## src/stepper_axis_step_scheduler_top_macros.svh

```systemverilog
// Assertion macros for the stepper axis step scheduler.
// Each macro expects a clock named clk and an active-high reset named rst in scope.
`ifndef STEPPER_AXIS_STEP_SCHEDULER_TOP_MACROS_SVH
`define STEPPER_AXIS_STEP_SCHEDULER_TOP_MACROS_SVH

// Same-cycle implication, disabled during reset
`define SAS_IMPLIES(lbl, ante, cons, msg) \
  lbl: assert property (@(posedge clk) disable iff (rst) (ante) |-> (cons)) else $error(msg);

// Next-cycle implication, disabled during reset
`define SAS_NEXT(lbl, ante, cons, msg) \
  lbl: assert property (@(posedge clk) disable iff (rst) (ante) |=> (cons)) else $error(msg);

`endif

```

## src/sas_pkg.sv

```systemverilog
// Shared types and constants of the stepper axis step scheduler.
// No dependencies; the design modules import this package.
`timescale 1ns / 1ps
`default_nettype none

package sas_pkg;

  // Field widths
  localparam int OP_W       = 3;
  localparam int AXIS_W     = 2;
  localparam int POS_W      = 32;
  localparam int SPEED_W    = 16;
  localparam int STEPS_W    = 16;
  localparam int INTERVAL_W = 10;
  localparam int MASK_W     = 2;
  localparam int CFG_IDX_W  = 1;

  localparam int AXIS_COUNT_DEFAULT = 2;

  // Interval numerator (ms per second) and reset values
  localparam int INTERVAL_NUM        = 1000;
  localparam int MAX_SPEED_RESET     = 1000;
  localparam int DEFAULT_SPEED_RESET = 100;
  localparam int INTERVAL_RESET      = INTERVAL_NUM / DEFAULT_SPEED_RESET;

  typedef enum logic [OP_W-1:0] {
    OP_TICK     = 3'd0,
    OP_MOVE_ABS = 3'd1,
    OP_MOVE_REL = 3'd2,
    OP_HOME     = 3'd3,
    OP_HOME_ALL = 3'd4,
    OP_STOP     = 3'd5,
    OP_ESTOP    = 3'd6,
    OP_CLEAR    = 3'd7
  } op_t;

  typedef enum logic [1:0] {
    MODE_IDLE   = 2'd0,
    MODE_MOVING = 2'd1,
    MODE_ERROR  = 2'd2
  } mode_t;

  typedef enum logic [CFG_IDX_W-1:0] {
    CFG_MAX_SPEED     = 1'b0,
    CFG_DEFAULT_SPEED = 1'b1
  } cfg_idx_t;

  typedef enum logic [1:0] {
    TGT_ABS  = 2'd0,
    TGT_REL  = 2'd1,
    TGT_ZERO = 2'd2
  } tgt_sel_t;

  typedef enum logic [3:0] {
    ST_IDLE,
    ST_DECODE,
    ST_TICK,
    ST_ESTOP,
    ST_MV_PREP,
    ST_MV_DIFF,
    ST_MV_DIV,
    ST_MV_WRITE,
    ST_SEL,
    ST_CAPTURE
  } state_t;

  typedef struct packed {
    op_t                      operation;
    logic [AXIS_W-1:0]        axis;
    logic signed [POS_W-1:0]  position_or_steps;
    logic [SPEED_W-1:0]       speed;
  } req_t;

  typedef struct packed {
    logic                     result_code;
    logic [MASK_W-1:0]        step_mask;
    logic [MASK_W-1:0]        direction_mask;
    logic [1:0]               axis_status;
    logic signed [POS_W-1:0]  current_position;
    logic signed [POS_W-1:0]  target_position;
    logic [STEPS_W-1:0]       steps_left;
    logic [SPEED_W-1:0]       move_speed;
  } rsp_t;

  // Controller to datapath
  typedef struct packed {
    logic     latch;
    logic     cur_inc;
    logic     cur_axis;
    logic     tick_axis;
    logic     estop_axis;
    logic     stop_axis;
    logic     clear_axis;
    logic     set_fail;
    logic     mv_prep;
    tgt_sel_t tgt_sel;
    logic     use_default;
    logic     mv_diff;
    logic     mv_write;
    logic     capture;
  } cmd_t;

  // Datapath to controller
  typedef struct packed {
    op_t  op;
    logic axis_ok;
    logic cur_last;
    logic mv_ok;
    logic div_busy;
    logic out_free;
  } sts_t;

endpackage

`default_nettype wire

```

## src/sas_stream_if.sv

```systemverilog
// Valid/ready stream channel with a typed payload.
// Payload types come from sas_pkg.
`timescale 1ns / 1ps
`default_nettype none

interface sas_stream_if #(
  parameter type payload_t = logic
);

  logic     valid;
  logic     ready;
  payload_t payload;

  modport source (output valid, output payload, input ready);
  modport sink (input valid, input payload, output ready);

endinterface

`default_nettype wire

```

## src/stepper_axis_step_scheduler_top.sv

```systemverilog
// Top level of the stepper axis step scheduler: controller plus datapath.
// Depends on sas_pkg, sas_stream_if, sas_ctrl and sas_datapath.
//
//   channel   dir   handshake              payload
//   command   in    valid/ready            operation, axis, position_or_steps, speed
//   report    out   valid/ready            result_code .. move_speed
//   cfg       in    cfg_write (no ready)   cfg_index, cfg_data
//
// One request at a time. A tick steps each axis in turn, an emergency stop halts
// each axis in turn; a stop, clear or move on an invalid axis fails.
// A move goes through the bit-serial interval divider before it is committed;
// home all does the same for each axis in turn.
// Reset is synchronous; all axes come up idle at position zero.
// A stalled report holds the controller in its capture step; the next request
// is taken as soon as the result register is loaded.
`timescale 1ns / 1ps
`default_nettype none

module stepper_axis_step_scheduler_top #(
  parameter int AXIS_COUNT = sas_pkg::AXIS_COUNT_DEFAULT
) (
  input  logic                              clk,
  input  logic                              rst,
  sas_stream_if.sink                        command,
  sas_stream_if.source                      report,
  input  logic                              cfg_write,
  input  logic [sas_pkg::CFG_IDX_W-1:0]     cfg_index,
  input  logic [sas_pkg::SPEED_W-1:0]       cfg_data
);
  import sas_pkg::*;

  cmd_t cmd;
  sts_t sts;
  logic ready;

  assign command.ready = ready;

  sas_ctrl u_ctrl (
    .clk      (clk),
    .rst      (rst),
    .in_valid (command.valid),
    .in_ready (ready),
    .sts      (sts),
    .cmd      (cmd)
  );

  sas_datapath #(
    .AXIS_COUNT (AXIS_COUNT)
  ) u_datapath (
    .clk       (clk),
    .rst       (rst),
    .req       (command.payload),
    .report    (report),
    .cfg_write (cfg_write),
    .cfg_index (cfg_index),
    .cfg_data  (cfg_data),
    .cmd       (cmd),
    .sts       (sts)
  );

endmodule

`default_nettype wire

```

## src/sas_divider.sv

```systemverilog
// Restoring divider for the step interval: 1000 / divisor, one quotient bit per cycle.
// Depends on sas_pkg for widths and the numerator.
`timescale 1ns / 1ps
`default_nettype none

module sas_divider (
  input  logic                              clk,
  input  logic                              rst,
  input  logic                              start,
  input  logic [sas_pkg::SPEED_W-1:0]       divisor,
  output logic                              busy,
  output logic [sas_pkg::INTERVAL_W-1:0]    quotient
);
  import sas_pkg::*;

  localparam int CW = $clog2(INTERVAL_W + 1);

  logic [INTERVAL_W-1:0] dvd;
  logic [INTERVAL_W-1:0] rem;
  logic [INTERVAL_W-1:0] q;
  logic [SPEED_W-1:0]    dsr;
  logic                  zero;
  logic [CW-1:0]         cnt;
  logic [INTERVAL_W:0]   trial;
  logic [INTERVAL_W:0]   trial_sub;
  logic                  fits;

  // Shift in the next numerator bit and try the subtraction
  assign trial     = {rem, dvd[INTERVAL_W-1]};
  assign fits      = {{(SPEED_W-INTERVAL_W-1){1'b0}}, trial} >= dsr;
  assign trial_sub = trial - dsr[INTERVAL_W:0];

  // A zero speed gives a zero interval
  assign quotient = zero ? '0 : q;

  // Control: load on start, count down one bit per cycle
  always_ff @(posedge clk) begin
    if (rst) begin
      busy <= 1'b0;
      cnt  <= '0;
    end else if (start) begin
      busy <= 1'b1;
      cnt  <= CW'(INTERVAL_W);
    end else if (busy) begin
      cnt <= cnt - CW'(1);
      if (cnt == CW'(1)) begin
        busy <= 1'b0;
      end
    end
  end

  // Datapath: partial remainder and quotient
  always_ff @(posedge clk) begin
    if (start) begin
      dvd  <= INTERVAL_W'(INTERVAL_NUM);
      rem  <= '0;
      q    <= '0;
      dsr  <= divisor;
      zero <= (divisor == '0);
    end else if (busy) begin
      dvd <= {dvd[INTERVAL_W-2:0], 1'b0};
      rem <= fits ? trial_sub[INTERVAL_W-1:0] : trial[INTERVAL_W-1:0];
      q   <= {q[INTERVAL_W-2:0], fits};
    end
  end

endmodule

`default_nettype wire

```

## src/sas_datapath.sv

```systemverilog
// Datapath of the step scheduler: per-axis state, millisecond counter, config
// registers, interval divider and result register. Depends on sas_pkg,
// sas_stream_if and sas_divider.
`timescale 1ns / 1ps
`default_nettype none

module sas_datapath #(
  parameter int AXIS_COUNT = sas_pkg::AXIS_COUNT_DEFAULT
) (
  input  logic                              clk,
  input  logic                              rst,
  input  sas_pkg::req_t                     req,
  sas_stream_if.source                      report,
  input  logic                              cfg_write,
  input  logic [sas_pkg::CFG_IDX_W-1:0]     cfg_index,
  input  logic [sas_pkg::SPEED_W-1:0]       cfg_data,
  input  sas_pkg::cmd_t                     cmd,
  output sas_pkg::sts_t                     sts
);
  import sas_pkg::*;

  localparam int AW = (AXIS_COUNT > 1) ? $clog2(AXIS_COUNT) : 1;

  // Configuration
  logic [SPEED_W-1:0] max_speed;
  logic [SPEED_W-1:0] default_speed;

  // Per-axis state
  mode_t                 mode     [AXIS_COUNT];
  logic [POS_W-1:0]      position [AXIS_COUNT];
  logic [POS_W-1:0]      target   [AXIS_COUNT];
  logic [SPEED_W-1:0]    speed    [AXIS_COUNT];
  logic                  dir      [AXIS_COUNT];
  logic [STEPS_W-1:0]    steps    [AXIS_COUNT];
  logic [INTERVAL_W-1:0] interval [AXIS_COUNT];
  logic [POS_W-1:0]      last     [AXIS_COUNT];
  logic [POS_W-1:0]      now_ms;

  // Latched request and work registers
  op_t                op_r;
  logic [AXIS_W-1:0]  axis_r;
  logic [POS_W-1:0]   pos_r;
  logic [SPEED_W-1:0] spd_r;
  logic [AXIS_W-1:0]  cur;
  logic               rc;
  logic [MASK_W-1:0]  smask;
  logic [POS_W-1:0]   tgt;
  logic [SPEED_W-1:0] mv_spd;
  logic               mv_ok;
  logic [POS_W-1:0]   diff;
  logic               dir_new;
  logic               rsp_valid;
  rsp_t               rsp;

  logic [AW-1:0]         ci;
  logic [POS_W-1:0]      elapsed;
  logic                  step_due;
  logic [SPEED_W-1:0]    spd_sel;
  logic [STEPS_W-1:0]    steps_abs;
  logic [MASK_W-1:0]     dmask;
  logic                  axis_ok;
  logic                  div_busy;
  logic [INTERVAL_W-1:0] quotient;

  assign ci      = cur[AW-1:0];
  assign axis_ok = ({1'b0, axis_r} < (AXIS_W+1)'(AXIS_COUNT));

  // Tick timing for the axis under the cursor
  assign elapsed  = now_ms - last[ci];
  assign step_due = elapsed >= {{(POS_W-INTERVAL_W){1'b0}}, interval[ci]};

  // Move speed and step count
  assign spd_sel   = cmd.use_default ? default_speed : spd_r;
  assign steps_abs = diff[POS_W-1] ? (STEPS_W'(0) - diff[STEPS_W-1:0]) : diff[STEPS_W-1:0];

  // Direction bits of the first two axes
  for (genvar g = 0; g < MASK_W; g++) begin : g_dmask
    if (g < AXIS_COUNT) begin : g_on
      assign dmask[g] = dir[g];
    end else begin : g_off
      assign dmask[g] = 1'b0;
    end
  end

  sas_divider u_div (
    .clk      (clk),
    .rst      (rst),
    .start    (cmd.mv_diff),
    .divisor  (mv_spd),
    .busy     (div_busy),
    .quotient (quotient)
  );

  // Status to controller
  assign sts.op       = op_r;
  assign sts.axis_ok  = axis_ok;
  assign sts.cur_last = (cur == AXIS_W'(AXIS_COUNT - 1));
  assign sts.mv_ok    = mv_ok;
  assign sts.div_busy = div_busy;
  assign sts.out_free = !rsp_valid || report.ready;

  assign report.valid   = rsp_valid;
  assign report.payload = rsp;

  // Write configuration registers
  always_ff @(posedge clk) begin
    if (rst) begin
      max_speed     <= SPEED_W'(MAX_SPEED_RESET);
      default_speed <= SPEED_W'(DEFAULT_SPEED_RESET);
    end else if (cfg_write) begin
      case (cfg_idx_t'(cfg_index))
        CFG_MAX_SPEED:     max_speed     <= cfg_data;
        CFG_DEFAULT_SPEED: default_speed <= cfg_data;
        default: ;
      endcase
    end
  end

  // Update per-axis state and the millisecond counter
  always_ff @(posedge clk) begin
    if (rst) begin
      for (int i = 0; i < AXIS_COUNT; i++) begin
        mode[i]     <= MODE_IDLE;
        position[i] <= '0;
        target[i]   <= '0;
        speed[i]    <= SPEED_W'(DEFAULT_SPEED_RESET);
        dir[i]      <= 1'b1;
        steps[i]    <= '0;
        interval[i] <= INTERVAL_W'(INTERVAL_RESET);
        last[i]     <= '0;
      end
      now_ms <= '0;
    end else begin
      if (cmd.latch && req.operation == OP_TICK) begin
        now_ms <= now_ms + POS_W'(1);
      end
      // Step a moving axis once its interval has run out; idle it when no steps remain
      if (cmd.tick_axis && mode[ci] == MODE_MOVING) begin
        if (steps[ci] != '0) begin
          if (step_due) begin
            last[ci]     <= now_ms;
            position[ci] <= dir[ci] ? position[ci] + POS_W'(1) : position[ci] - POS_W'(1);
            steps[ci]    <= steps[ci] - STEPS_W'(1);
          end
        end else begin
          mode[ci] <= MODE_IDLE;
        end
      end
      if (cmd.stop_axis) begin
        steps[ci] <= '0;
        mode[ci]  <= MODE_IDLE;
      end
      if (cmd.estop_axis) begin
        steps[ci] <= '0;
        mode[ci]  <= MODE_ERROR;
      end
      if (cmd.clear_axis) begin
        mode[ci]     <= MODE_IDLE;
        position[ci] <= '0;
        target[ci]   <= '0;
        steps[ci]    <= '0;
      end
      // Commit an accepted move
      if (cmd.mv_write) begin
        target[ci]   <= tgt;
        speed[ci]    <= mv_spd;
        interval[ci] <= quotient;
        steps[ci]    <= steps_abs;
        last[ci]     <= now_ms;
        dir[ci]      <= dir_new;
        mode[ci]     <= MODE_MOVING;
      end
    end
  end

  // Hold the request and the running result flags
  always_ff @(posedge clk) begin
    if (cmd.latch) begin
      op_r   <= req.operation;
      axis_r <= req.axis;
      pos_r  <= req.position_or_steps;
      spd_r  <= req.speed;
      rc     <= 1'b0;
      smask  <= '0;
      if (req.operation == OP_TICK || req.operation == OP_HOME_ALL ||
          req.operation == OP_ESTOP) begin
        cur <= '0;
      end else begin
        cur <= req.axis;
      end
    end else begin
      if (cmd.cur_inc) begin
        cur <= cur + AXIS_W'(1);
      end
      if (cmd.cur_axis) begin
        cur <= axis_r;
      end
      if (cmd.set_fail) begin
        rc <= 1'b1;
      end
      if (cmd.tick_axis && mode[ci] == MODE_MOVING && steps[ci] != '0 && step_due &&
          cur < AXIS_W'(MASK_W)) begin
        smask[cur[0]] <= 1'b1;
      end
      // Pick target and speed, check the speed limit
      if (cmd.mv_prep) begin
        case (cmd.tgt_sel)
          TGT_ABS: tgt <= pos_r;
          TGT_REL: tgt <= position[ci] + pos_r;
          default: tgt <= '0;
        endcase
        mv_spd <= spd_sel;
        mv_ok  <= (spd_sel <= max_speed);
        if (spd_sel > max_speed) begin
          rc <= 1'b1;
        end
      end
      if (cmd.mv_diff) begin
        diff    <= tgt - position[ci];
        dir_new <= $signed(tgt) > $signed(position[ci]);
      end
    end
  end

  // Result register
  always_ff @(posedge clk) begin
    if (rst) begin
      rsp_valid <= 1'b0;
    end else if (cmd.capture) begin
      rsp_valid <= 1'b1;
    end else if (report.ready) begin
      rsp_valid <= 1'b0;
    end
  end

  always_ff @(posedge clk) begin
    if (cmd.capture) begin
      rsp.result_code    <= rc;
      rsp.step_mask      <= smask;
      rsp.direction_mask <= dmask;
      if (axis_ok) begin
        rsp.axis_status      <= mode[ci];
        rsp.current_position <= position[ci];
        rsp.target_position  <= target[ci];
        rsp.steps_left       <= steps[ci];
        rsp.move_speed       <= speed[ci];
      end else begin
        rsp.axis_status      <= '0;
        rsp.current_position <= '0;
        rsp.target_position  <= '0;
        rsp.steps_left       <= '0;
        rsp.move_speed       <= '0;
      end
    end
  end

endmodule

`default_nettype wire

```

## src/sas_ctrl.sv

```systemverilog
// Controller of the step scheduler: sequences each request through the datapath.
// Depends on sas_pkg and the assertion macros header.
`timescale 1ns / 1ps
`default_nettype none

`include "stepper_axis_step_scheduler_top_macros.svh"

module sas_ctrl (
  input  logic          clk,
  input  logic          rst,
  input  logic          in_valid,
  output logic          in_ready,
  input  sas_pkg::sts_t sts,
  output sas_pkg::cmd_t cmd
);
  import sas_pkg::*;

  state_t state;
  state_t state_next;
  logic   is_move;

  assign is_move  = (sts.op == OP_MOVE_ABS) || (sts.op == OP_MOVE_REL) || (sts.op == OP_HOME);
  assign in_ready = (state == ST_IDLE);

  always_ff @(posedge clk) begin
    if (rst) begin
      state <= ST_IDLE;
    end else begin
      state <= state_next;
    end
  end

  // Next state
  always_comb begin
    state_next = state;
    case (state)
      ST_IDLE: begin
        if (in_valid) begin
          state_next = ST_DECODE;
        end
      end
      ST_DECODE: begin
        case (sts.op)
          OP_TICK:     state_next = ST_TICK;
          OP_ESTOP:    state_next = ST_ESTOP;
          OP_HOME_ALL: state_next = ST_MV_PREP;
          default: begin
            if (is_move && sts.axis_ok) begin
              state_next = ST_MV_PREP;
            end else begin
              state_next = ST_SEL;
            end
          end
        endcase
      end
      ST_TICK, ST_ESTOP: begin
        if (sts.cur_last) begin
          state_next = ST_SEL;
        end
      end
      ST_MV_PREP: state_next = ST_MV_DIFF;
      ST_MV_DIFF: state_next = sts.mv_ok ? ST_MV_DIV : ST_SEL;
      ST_MV_DIV: begin
        if (!sts.div_busy) begin
          state_next = ST_MV_WRITE;
        end
      end
      ST_MV_WRITE: begin
        if (sts.op == OP_HOME_ALL && !sts.cur_last) begin
          state_next = ST_MV_PREP;
        end else begin
          state_next = ST_SEL;
        end
      end
      ST_SEL: state_next = ST_CAPTURE;
      ST_CAPTURE: begin
        if (sts.out_free) begin
          state_next = ST_IDLE;
        end
      end
      default: state_next = ST_IDLE;
    endcase
  end

  // Commands
  always_comb begin
    cmd = '0;
    cmd.tgt_sel = TGT_ZERO;
    case (state)
      ST_IDLE: cmd.latch = in_valid;
      ST_DECODE: begin
        case (sts.op)
          OP_STOP: begin
            cmd.stop_axis = sts.axis_ok;
            cmd.set_fail  = !sts.axis_ok;
          end
          OP_CLEAR: begin
            cmd.clear_axis = sts.axis_ok;
            cmd.set_fail   = !sts.axis_ok;
          end
          OP_MOVE_ABS, OP_MOVE_REL, OP_HOME: cmd.set_fail = !sts.axis_ok;
          default: ;
        endcase
      end
      ST_TICK: begin
        cmd.tick_axis = 1'b1;
        cmd.cur_inc   = !sts.cur_last;
      end
      ST_ESTOP: begin
        cmd.estop_axis = 1'b1;
        cmd.cur_inc    = !sts.cur_last;
      end
      ST_MV_PREP: begin
        cmd.mv_prep = 1'b1;
        case (sts.op)
          OP_MOVE_ABS: cmd.tgt_sel = TGT_ABS;
          OP_MOVE_REL: cmd.tgt_sel = TGT_REL;
          default: begin
            cmd.tgt_sel     = TGT_ZERO;
            cmd.use_default = 1'b1;
          end
        endcase
      end
      ST_MV_DIFF: cmd.mv_diff = sts.mv_ok;
      ST_MV_WRITE: begin
        cmd.mv_write = 1'b1;
        cmd.cur_inc  = (sts.op == OP_HOME_ALL) && !sts.cur_last;
      end
      ST_SEL: cmd.cur_axis = 1'b1;
      ST_CAPTURE: cmd.capture = sts.out_free;
      default: ;
    endcase
  end

  `SAS_IMPLIES(a_capture_free, cmd.capture, sts.out_free, "result captured over a pending one")
  `SAS_IMPLIES(a_write_after_div, cmd.mv_write, !sts.div_busy, "move committed before divide done")
  `SAS_NEXT(a_accept_decode, in_valid && in_ready, state == ST_DECODE, "accepted request not decoded")
  `SAS_NEXT(a_div_start_busy, cmd.mv_diff, sts.div_busy, "divider did not start")

endmodule

`default_nettype wire
```

## src/flat_wrapper.sv

```systemverilog
// flat-port wrapper written by rule: the top's interface ports become plain ports
module stepper_axis_step_scheduler_top_flat import sas_pkg::*;
#(
  parameter int AXIS_COUNT = sas_pkg::AXIS_COUNT_DEFAULT
)
  (clk, rst, cfg_write, cfg_index, cfg_data, command_valid, command_payload, command_ready, report_valid, report_payload, report_ready);
  sas_stream_if command_i ();
  sas_stream_if report_i ();
  input  logic clk;
  input  logic rst;
  input  logic cfg_write;
  input  logic [sas_pkg::CFG_IDX_W-1:0] cfg_index;
  input  logic [sas_pkg::SPEED_W-1:0] cfg_data;
  input wire logic [$bits(command_i.valid)-1:0] command_valid;
  input wire logic [$bits(command_i.payload)-1:0] command_payload;
  output wire logic [$bits(command_i.ready)-1:0] command_ready;
  output wire logic [$bits(report_i.valid)-1:0] report_valid;
  output wire logic [$bits(report_i.payload)-1:0] report_payload;
  input wire logic [$bits(report_i.ready)-1:0] report_ready;
  assign command_i.valid = command_valid;
  assign command_i.payload = command_payload;
  assign command_ready = command_i.ready;
  assign report_valid = report_i.valid;
  assign report_payload = report_i.payload;
  assign report_i.ready = report_ready;
  stepper_axis_step_scheduler_top #(.AXIS_COUNT(AXIS_COUNT)) u_core (.clk(clk), .rst(rst), .command(command_i), .report(report_i), .cfg_write(cfg_write), .cfg_index(cfg_index), .cfg_data(cfg_data));
endmodule
```

## config.mk

```make
export PLATFORM = sky130hd
export DESIGN_NAME = stepper_axis_step_scheduler_top_flat
export DESIGN_NICKNAME = d
export VERILOG_FILES = /design/src/sas_pkg.sv /design/src/sas_stream_if.sv /design/src/stepper_axis_step_scheduler_top.sv /design/src/sas_divider.sv /design/src/sas_datapath.sv /design/src/sas_ctrl.sv /design/src/flat_wrapper.sv
export VERILOG_INCLUDE_DIRS = /design/src /design/src/src
export SDC_FILE = /design/constraint.sdc
export NUM_CORES = 1
export LEC_CHECK = 0
export BUFFER_PORTS_ARGS = -buffer_cell sky130_fd_sc_hd__buf_2
export CORE_MARGIN = 2
export CORE_UTILIZATION = 25
export CTS_CLUSTER_DIAMETER = 40
export DETAILED_ROUTE_END_ITERATION = 16
export MAX_ROUTING_LAYER = met4
export PLACE_DENSITY = 0.49
export SLEW_MARGIN = 20
export SYNTH_ARGS = -nofsm -noshare
export SYNTH_HDL_FRONTEND = slang
export SYNTH_SLANG_ARGS = --single-unit
```

## constraint.sdc

```tcl
create_clock -name clk -period 2.7 [get_ports clk]
set_clock_uncertainty 0.05 [all_clocks]
set_input_delay 0.27 -clock clk [delete_from_list [all_inputs] [get_ports clk]]
set_output_delay 0.27 -clock clk [all_outputs]
set_load 0.1 [all_outputs]
```

== After elaboration in Yosys (flattened, before gate mapping) ==
Memories as Yosys holds them, arrays and structs flattened. A register that Yosys moved wholly into a read port is not among the register bits.
Index checks and enable logic that the tools add are counted.
Cells by class
  multiplexer cells: 31
  order comparisons: 1
  reduce and logical (&&, ||, !) cells: 14
  add/subtract/negate cells: 2
  eq/ne operators: 15
  bitwise logic cells: 2
Operator list (count)
  4-bit one-hot mux with 9 select lines: 1
  16-bit two-way mux: 2
  4-bit two-way mux: 8
  1-bit two-way mux: 18
  4-bit by 3-bit equality test with 1-bit output (second input constant): 4
  16-bit <= comparator: 1
  16-bit OR reduction: 1
  4-bit by 1-bit equality test with 1-bit output (second input constant): 2
  4-bit by 2-bit equality test with 1-bit output (second input constant): 2
  4-bit equality test (second input constant): 2
  2-bit != test (second input constant): 3
  2-bit AND reduction: 3
  2-bit nonzero test: 3
  4-bit logical NOT: 1
  2-bit two-way mux: 2
  4-bit AND reduction: 1
  2-bit OR reduction: 2
  4-bit by 1-bit subtractor with 4-bit output (second input constant): 1
  2-bit by 1-bit adder with 2-bit output (second input constant): 1
  2-bit by 1-bit equality test with 1-bit output (second input constant): 1
  1-bit logical NOT: 2
  2-bit by 1-bit != test with 1-bit output (second input constant): 1
  1-bit NOT: 2
  1-bit logical OR: 1
Storage, ports and cells
  logic and storage cells: 77
  output and inout port bits: 3
  RAM bits: 32
  memories: 1
  input bits: 23
  flip-flop bits (word level): 62
Memories
  u_core.u_datapath.speed: words 2, width 16, read ports 1, clocked after memory_dff 1, wr ports 2, line sas_datapath.sv:32  | logic [SPEED_W-1:0] speed [AXIS_COUNT];

== Depth between registers and ports, before layout ==
Gate-level depths: netlist of run 1.
  word-level depth: 7
  gate-level depth with buffers: 10
  gate-level depth less buffers: 9

== Cells and area by module ==
From an unflattened synthesis of run 1, not the netlist that was laid out.
Second synthesis, totals
  cells, all modules: 608
  area total of the unflattened synthesis: 6182.2 um^2
By module, submodules not included
  sas_datapath: area each 3203.1 um^2, seq. area each 1951.9 um^2, instances 1, cells each 283
  sas_divider: area each 2431.1 um^2, seq. area each 1151.1 um^2, instances 1, cells each 240
  sas_ctrl: area each 544.3 um^2, seq. area each 80.1 um^2, instances 1, cells each 84
  stepper_axis_step_scheduler_top: area each 3.8 um^2, seq. area each 0.0 um^2, instances 1, cells each 1

== Worst setup path after synthesis of run 1 ==
No wires, ideal clock.
  path kind: register to register
  from: register u_core.u_ctrl.state[3]
  to: register u_core.u_datapath.spd_r[0] (enable)
  data required time: 2.346 ns
  data arrival time: 3.840 ns
  library setup time: 0.304 ns
  slack: -1.494 ns
  clock period less this slack: 4.194 ns
  cell stages (with the launch flop): 4
  path buffers: 1
  cells stage by stage: dfxtp_1 -> buf_2 -> nor4_1 -> and2_1
RTL lines
  start: declaration: line sas_ctrl.sv:18  | state_t state;
  start signal: assignment: line sas_ctrl.sv:29  | state <= state_next;
  end signal: assignment: line sas_datapath.sv:182  | spd_r <= req.speed;
  end: declaration: line sas_datapath.sv:43  | logic [SPEED_W-1:0] spd_r;

== Worst setup path after layout of run 1 ==
  from: register u_core.u_ctrl.state[1]
  to: register u_core.u_datapath.mv_ok (data pin)
On the way
  word-level cells in the longest chain between the ends: 4
Ends and longest elaborated chain
  4-bit by 3-bit equality test with 1-bit output: line sas_ctrl.sv:89  | case (state)
  4-bit two-way mux: line sas_ctrl.sv:89
  16-bit two-way mux: line sas_datapath.sv:73  | assign spd_sel = cmd.use_default ? default_speed : spd_r;
  16-bit <= comparator: line sas_datapath.sv:213  | mv_ok <= (spd_sel <= max_speed);
  end signal: assignment: line sas_datapath.sv:213
  end: declaration: line sas_datapath.sv:49  | logic mv_ok;
No other way between the ends.
A chain may end at the register's enable or synchronous reset.

==> results of run 1 <==
## cell type report
type | count | area (µm²)
well taps | 133 | 166
repair buffers | 31 | 170
multi-input cells | 221 | 1350
inverters | 21 | 78.8
fillers | 1135 | 6890
clock buffers | 8 | 101
flip-flops and latches | 50 | 1060
## layer usage
layer,wire length [µm],global-route usage (%),vias up
met5,0,-,-
met3,159,2.37,7
met2,2640,17.9,22
li1,-,-,1077
met1,2720,13.4,931
met4,65,3.33,0
## placed cells by master, fill, tap and decap left out, types with 5 or more instances in the layout
master,instances
and2_1,18
a21oi_1,35
edfxtp_1,6
inv_1,20
dfxtp_1,44
nand2_1,63
nand3b_1,5
clkbuf_8,5
buf_2,25
nor2_1,18
ha_1,19
o21ai_0,5
a211o_1,7
buf_4,6
## worst paths after layout
kind,from,to,slack [ps]
min reg2reg,u_core.u_datapath.default_speed[15],u_core.u_datapath.default_speed[15],400
max reg2reg,u_core.u_ctrl.state[1],u_core.u_datapath.mv_ok,260
max,u_core.u_ctrl.state[1],u_core.u_datapath.mv_ok,260
min,command_payload,u_core.u_datapath.spd_r[0],90
## synthesized netlist by cell type, types with 4 or more instances
library cell | number | area share, %
a211o_1 | 7 | 2.4
nand2_1 | 63 | 9.3
and2_1 | 18 | 4.4
ha_1 | 19 | 9.3
nand3_1 | 4 | 0.79
edfxtp_1 | 6 | 7.1
a21o_1 | 4 | 1.2
nor2_1 | 18 | 2.7
nand3b_1 | 5 | 1.5
o21ai_0 | 5 | 0.98
inv_1 | 20 | 3.0
buf_2 | 6 | 1.2
clkbuf_1 | 8 | 1.2
nor3_1 | 4 | 0.79
a21oi_1 | 35 | 6.9
nand4_1 | 4 | 0.98
dfxtp_1 | 44 | 35
nor2b_1 | 4 | 0.98
## flip-flops by register name, summed over array words and instances (netlist names)
register	cells
u_core.u_datapath.max_speed	16
u_core.u_datapath.u_div.cnt	4
u_core.u_datapath.cur	2
u_core.u_datapath.report.valid	1
u_core.u_ctrl.state	4
u_core.u_datapath.report.payload	1
u_core.u_datapath.u_div.busy	1
u_core.u_datapath.default_speed	16
u_core.u_datapath.speed	2
u_core.u_datapath.mv_spd	1
u_core.u_datapath.mv_ok	1
u_core.u_datapath.spd_r	1
## power breakdown
part | internal [mW] | switching, mW | leakage (nW) | total (mW)
logic | 0.178 | 0.318 | 0.729 | 0.495
registers | 0.810 | 0.0444 | 0.419 | 0.854
clock network | 0.240 | 0.250 | 0.0506 | 0.490
total | 1.23 | 0.612 | 1.20 | 1.84
## cell families after synthesis
logic type,Yosys count
AND/OR/NAND/NOR,132
AO/OA/AOI/OAI,63
flip-flops,50
buffers and inverters,36
adder cells (fa/ha/maj),19
multiplexers,4
XOR/XNOR,3
==> qor.yml, run 1 <==
critical_path:
  cp_max_fo: 19
  path_class: "flip-flop to flip-flop"
  path_cells: "nor2_2 -> buf_4 -> and2_1 -> ha_1 -> nand4_1 -> nor4_1 -> a21boi_0 -> o31ai_1"
  crit_cells: 8
  endpoint_kind: "flip-flop"
  cp_data_arrival_time_ps: 2450
  cp_slowest_cell: "dfxtp_1"
  cp_num_buf_inv: 1
  cp_top_family: "simple AND/OR/NAND/NOR gates"
  cp_slowest_stage_delay_ps: 510
  startpoint_type: "flip-flop"
  required_ps: 2710
  rr_worst_depth: 8
synth:
  syn_avg_cell_area_um2: 8.29
  synth_top_family_by_area: "simple AND/OR/NAND/NOR gates"
  yosys_warnings: 0
  synth.distinct_cells: 45
  synth_nets: 349
  synth_flop_cell: "dfxtp_1"
  synth-seq-cells: 50
  async_flop_share_pct: 0
  synth_area_um2: 2540
  yosysSeqAreaShare_pct: 41.7
  synth_mux_area_share_pct: 1.67
  synthAdderAreaFrac_pct: 9.35
  synth_cells: 307
  synthSimpleGateAreaFrac_pct: 25.0
  synth-edff-count: 6
  synth-compound-area-share_pct: 15.3
  synthXorXnorAreaFrac_pct: 1.03
route:
  drt-total-wl_um: 5590
  drtAntennaViolNets: 0
  viasPerCell: 4.39
  via_count: 2037
  first_pass_iters: 4
  drc: 0
  wl_per_cell_um: 12.0
  dr.first_iter.drc_count: 75
placed_design:
  dp_hpwl_um: 3930
  gp_congestion: 0.800
  port_buffers: 25
  dp_slack_ps: 292
  placed_area_um2: 2820
  dp_cells: 456
cts:
  clock_sinks: 50
  cts_resized: 0
  cts_tree: "built"
  htree_levels: 2
  clock_latency_ps: 310
  clk_pin_slew_worst_paths_ps: 80
  cts_root_buffer: "clkbuf_8"
  cts_setup_buffers: 0
  hold_buffers: 0
  clockBufferDepth: 2
  cts_buffers: 5
timing:
  fin_crit_ps: 2440
  finalSetupViolations: 0
  slew_headroom_pct: 55.3
  fin_ws_ps: 260
  tightest_slew_ps: 671
  finalCritPeriodShare_pct: 90.4
  drv_slew: 0
  whs_ps: 88.8
  fmax_mhz: 410
  fin_tns_setup_ps: 0
  grt_setup_unrepaired: "false"
  hold_viol: 0
global_routing:
  overflow: 0
  grtUsageTotal_pct: 10.9
  grt_pass1_vias: 1993
  antenna_found_initial: 0
  grt_pass1_wl_um: 9520
  grt_max_degree: 25
finish:
  layout.cells.non_filler: 464
  drive_above_1_share_pct: 13.6
  design_area_um2: 2930
  final_nets: 372
  antennaDiodeCount: 0
  areaGrowthSynthToFinish_pct: 15.0
  fin_util_pct: 29.8
die:
  die_x_um: 105
  die-area_um2: 11000
  start_util_pct: 25.9
  io_pins: 26
  die_height_um: 105
  rows: 36
  core_area_um2: 9820
run:
  drv_cap: 0
power_and_ir_drop:
  ir_drop_mv: 0.382
  leakage_nw: 1.20
  total_power_mw: 1.84
  p_per_area_nw_per_um2: 629
min_path:
  hold_class: "input pin to flip-flop"
  whs_path_depth: 1
status:
  outcome: "completed"
(Power assumes the default switching activity.)
==> inputs of run 2 (changes only) <==
--- a/config.mk
+++ b/config.mk
@@ -6,6 +6,7 @@
 export SDC_FILE = /design/constraint.sdc
 export NUM_CORES = 1
 export LEC_CHECK = 0
+export ABC_AREA = 1
 export BUFFER_PORTS_ARGS = -buffer_cell sky130_fd_sc_hd__buf_2
 export CORE_MARGIN = 2
 export CORE_UTILIZATION = 25
==> run 2 against run 1 <==
Net effect:
- design area is 2.2% lower
- area after synthesis fell by 1.5%
- wire length is 11% lower
- core utilization fell by 0.53 points
- die area down 1.4%
- non-clock buffer count down 3
- worst hold slack better by 11 ps
- setup slack better by 170 ps
- count of clock-buffer cells in the layout fell by 1
==> qor.yml, run 2 <==
die:
  die-area_um2: 10800
  start_util_pct: 25.6
  io_pins: 26
  die_x_um: 104
  core_area_um2: 9770
  rows: 36
  die_height_um: 104
synth:
  synth.most_common_cell: "inv_1"
  synth_commonest_cells: "51 x inv_1, 48 x nand2_1, 44 x dfxtp_1"
  yosys_warnings: 0
  synth.distinct_cells: 32
  synth_cells: 329
  async_flop_share_pct: 0
  syn_avg_cell_area_um2: 7.62
  synth_area_um2: 2510
  synth_flop_cell: "dfxtp_1"
  synth-edff-count: 6
  synth_nets: 371
  synth-seq-cells: 50
  yosysSeqAreaShare_pct: 42.3
  yosysTopAreaCellShare_pct: 35.1
  synth_area_leader_cell: "dfxtp_1"
  yosys-top-cells-area: "dfxtp_1 35%, ha_1 9.5%, inv_1 7.6%, a21oi_1 7.4%, edfxtp_1 7.2%"
critical_path:
  required_ps: 2720
  startpoint_type: "flip-flop"
  path_class: "flip-flop to flip-flop"
  cp_max_fo: 17
  endpoint_kind: "flip-flop"
  cp_data_arrival_time_ps: 2290
finish:
  antennaDiodeCount: 0
  design_area_um2: 2860
  fin_util_pct: 29.3
  areaGrowthSynthToFinish_pct: 14.1
  drive_above_1_share_pct: 14.1
  fillers: 1077
  layout_common_cells: "51 x inv_1, 48 x nand2_1, 44 x dfxtp_1"
  final_nets: 396
  largestRegisters: "u_core.u_datapath.default_speed x16, u_core.u_datapath.max_speed x16"
  layout.cells.non_filler: 488
  mostFrequentLayoutCell: "inv_1"
route:
  first_pass_iters: 4
  dr.first_iter.drc_count: 95
  drt-total-wl_um: 4950
  drc: 0
  drtAntennaViolNets: 0
  wl_per_cell_um: 10.2
  viasPerCell: 4.17
  via_count: 2037
power_and_ir_drop:
  p_per_area_nw_per_um2: 606
  leakage_nw: 1.27
  total_power_mw: 1.73
  ir_drop_mv: 0.360
cts:
  cts_tree: "built"
  htree_levels: 2
  cts_setup_buffers: 0
  clock_latency_ps: 300
  clk_pin_slew_worst_paths_ps: 90
  clockBufferDepth: 2
  cts_root_buffer: "clkbuf_8"
  cts_buffers: 5
  clock_sinks: 50
  hold_buffers: 0
  cts_resized: 0
run:
  drv_cap: 0
placed_design:
  dp_cells: 480
  port_buffers: 25
  dp_hpwl_um: 3740
  gp_congestion: 0.760
  dp_slack_ps: 419
  placed_area_um2: 2770
min_path:
  hold_class: "input pin to flip-flop"
timing:
  drv_slew: 0
  fin_tns_setup_ps: 0
  grt_setup_unrepaired: "false"
  finalCritPeriodShare_pct: 84.2
  slew_headroom_pct: 65.3
  fmax_mhz: 440
  whs_ps: 99.4
  fin_crit_ps: 2270
  fin_ws_ps: 427
  finalSetupViolations: 0
  hold_viol: 0
  tightest_slew_ps: 516
global_routing:
  grt-busiest-layer: "met2"
  grt_pass1_vias: 1983
  antenna_found_initial: 0
  overflow: 0
  use_met3_pct: 2.19
  grtUsageMet2_pct: 16.7
  grtUsageTotal_pct: 9.97
  grt_pass1_wl_um: 8710
  grt_max_degree: 22
  use_met1_pct: 12.1
status:
  outcome: "completed"
==> run 2: final timing paths <==
check,from,endpoint,slack [ps],depth (start not counted)
min,command_payload,u_core.u_datapath.spd_r[0],100,1
max reg2reg,u_core.u_ctrl.state[0],u_core.u_datapath.mv_ok,430,11
max,u_core.u_ctrl.state[0],u_core.u_datapath.mv_ok,430,11
min reg2reg,u_core.u_datapath.default_speed[1],u_core.u_datapath.default_speed[1],410,2
==> run 2: worst max-delay path, stage by stage (launching register included) <==
cell and delay, ps:
dfxtp_1 430, nor2_1 120, inv_2 100, nor2_4 50
inv_2 230, nor2_1 70, ha_1 290, nand2_1 70
nor4_1 410, nand2_1 90, nand2_1 70, nand2_1 50
==> run 2: kinds of logic (layout without fill, tap and decap cells) <==
group / count (synthesis) / in the layout / share of synthesized area (%)
AND/OR/NAND/NOR: 115 / 115 / 20.4
flip-flops: 50 / 50 / 42.3
XOR/XNOR: 2 / 2 / 0.699
AO/OA/AOI/OAI: 77 / 77 / 16.6
buffers and inverters: 66 / 92 / 10.4
adder cells (fa/ha/maj): 19 / 19 / 9.49
==> run 2: power by group <==
group / switching, mW / leakage [nW] / total (mW) / internal, mW
clock network: 0.247 / 0.0482 / 0.454 / 0.207
logic: 0.287 / 0.803 / 0.421 / 0.134
registers: 0.0414 / 0.420 / 0.857 / 0.816
==> run 2: area by class of cell <==
| class | count | area [µm²] | area share (%) |
|---|---|---|---|
| Tap cell | 133 | 166 | 5.82 |
| Timing Repair Buffer | 28 | 148 | 5.16 |
| Clock buffer | 7 | 86.3 | 3.02 |
| Clock inverter | 1 | 5.00 | 0.175 |
| Multi-Input combinational cell | 213 | 1180 | 41.4 |
| Sequential cell | 50 | 1060 | 37.1 |
| Inverter | 56 | 210 | 7.35 |
==> run 2: metal layers <==
layer / share of wire [%] / up-vias
li1: - / 1114
met1: 49 / 897
met5: 0 / -
met4: 1.0 / 0
met3: 2.7 / 4
met2: 47 / 22
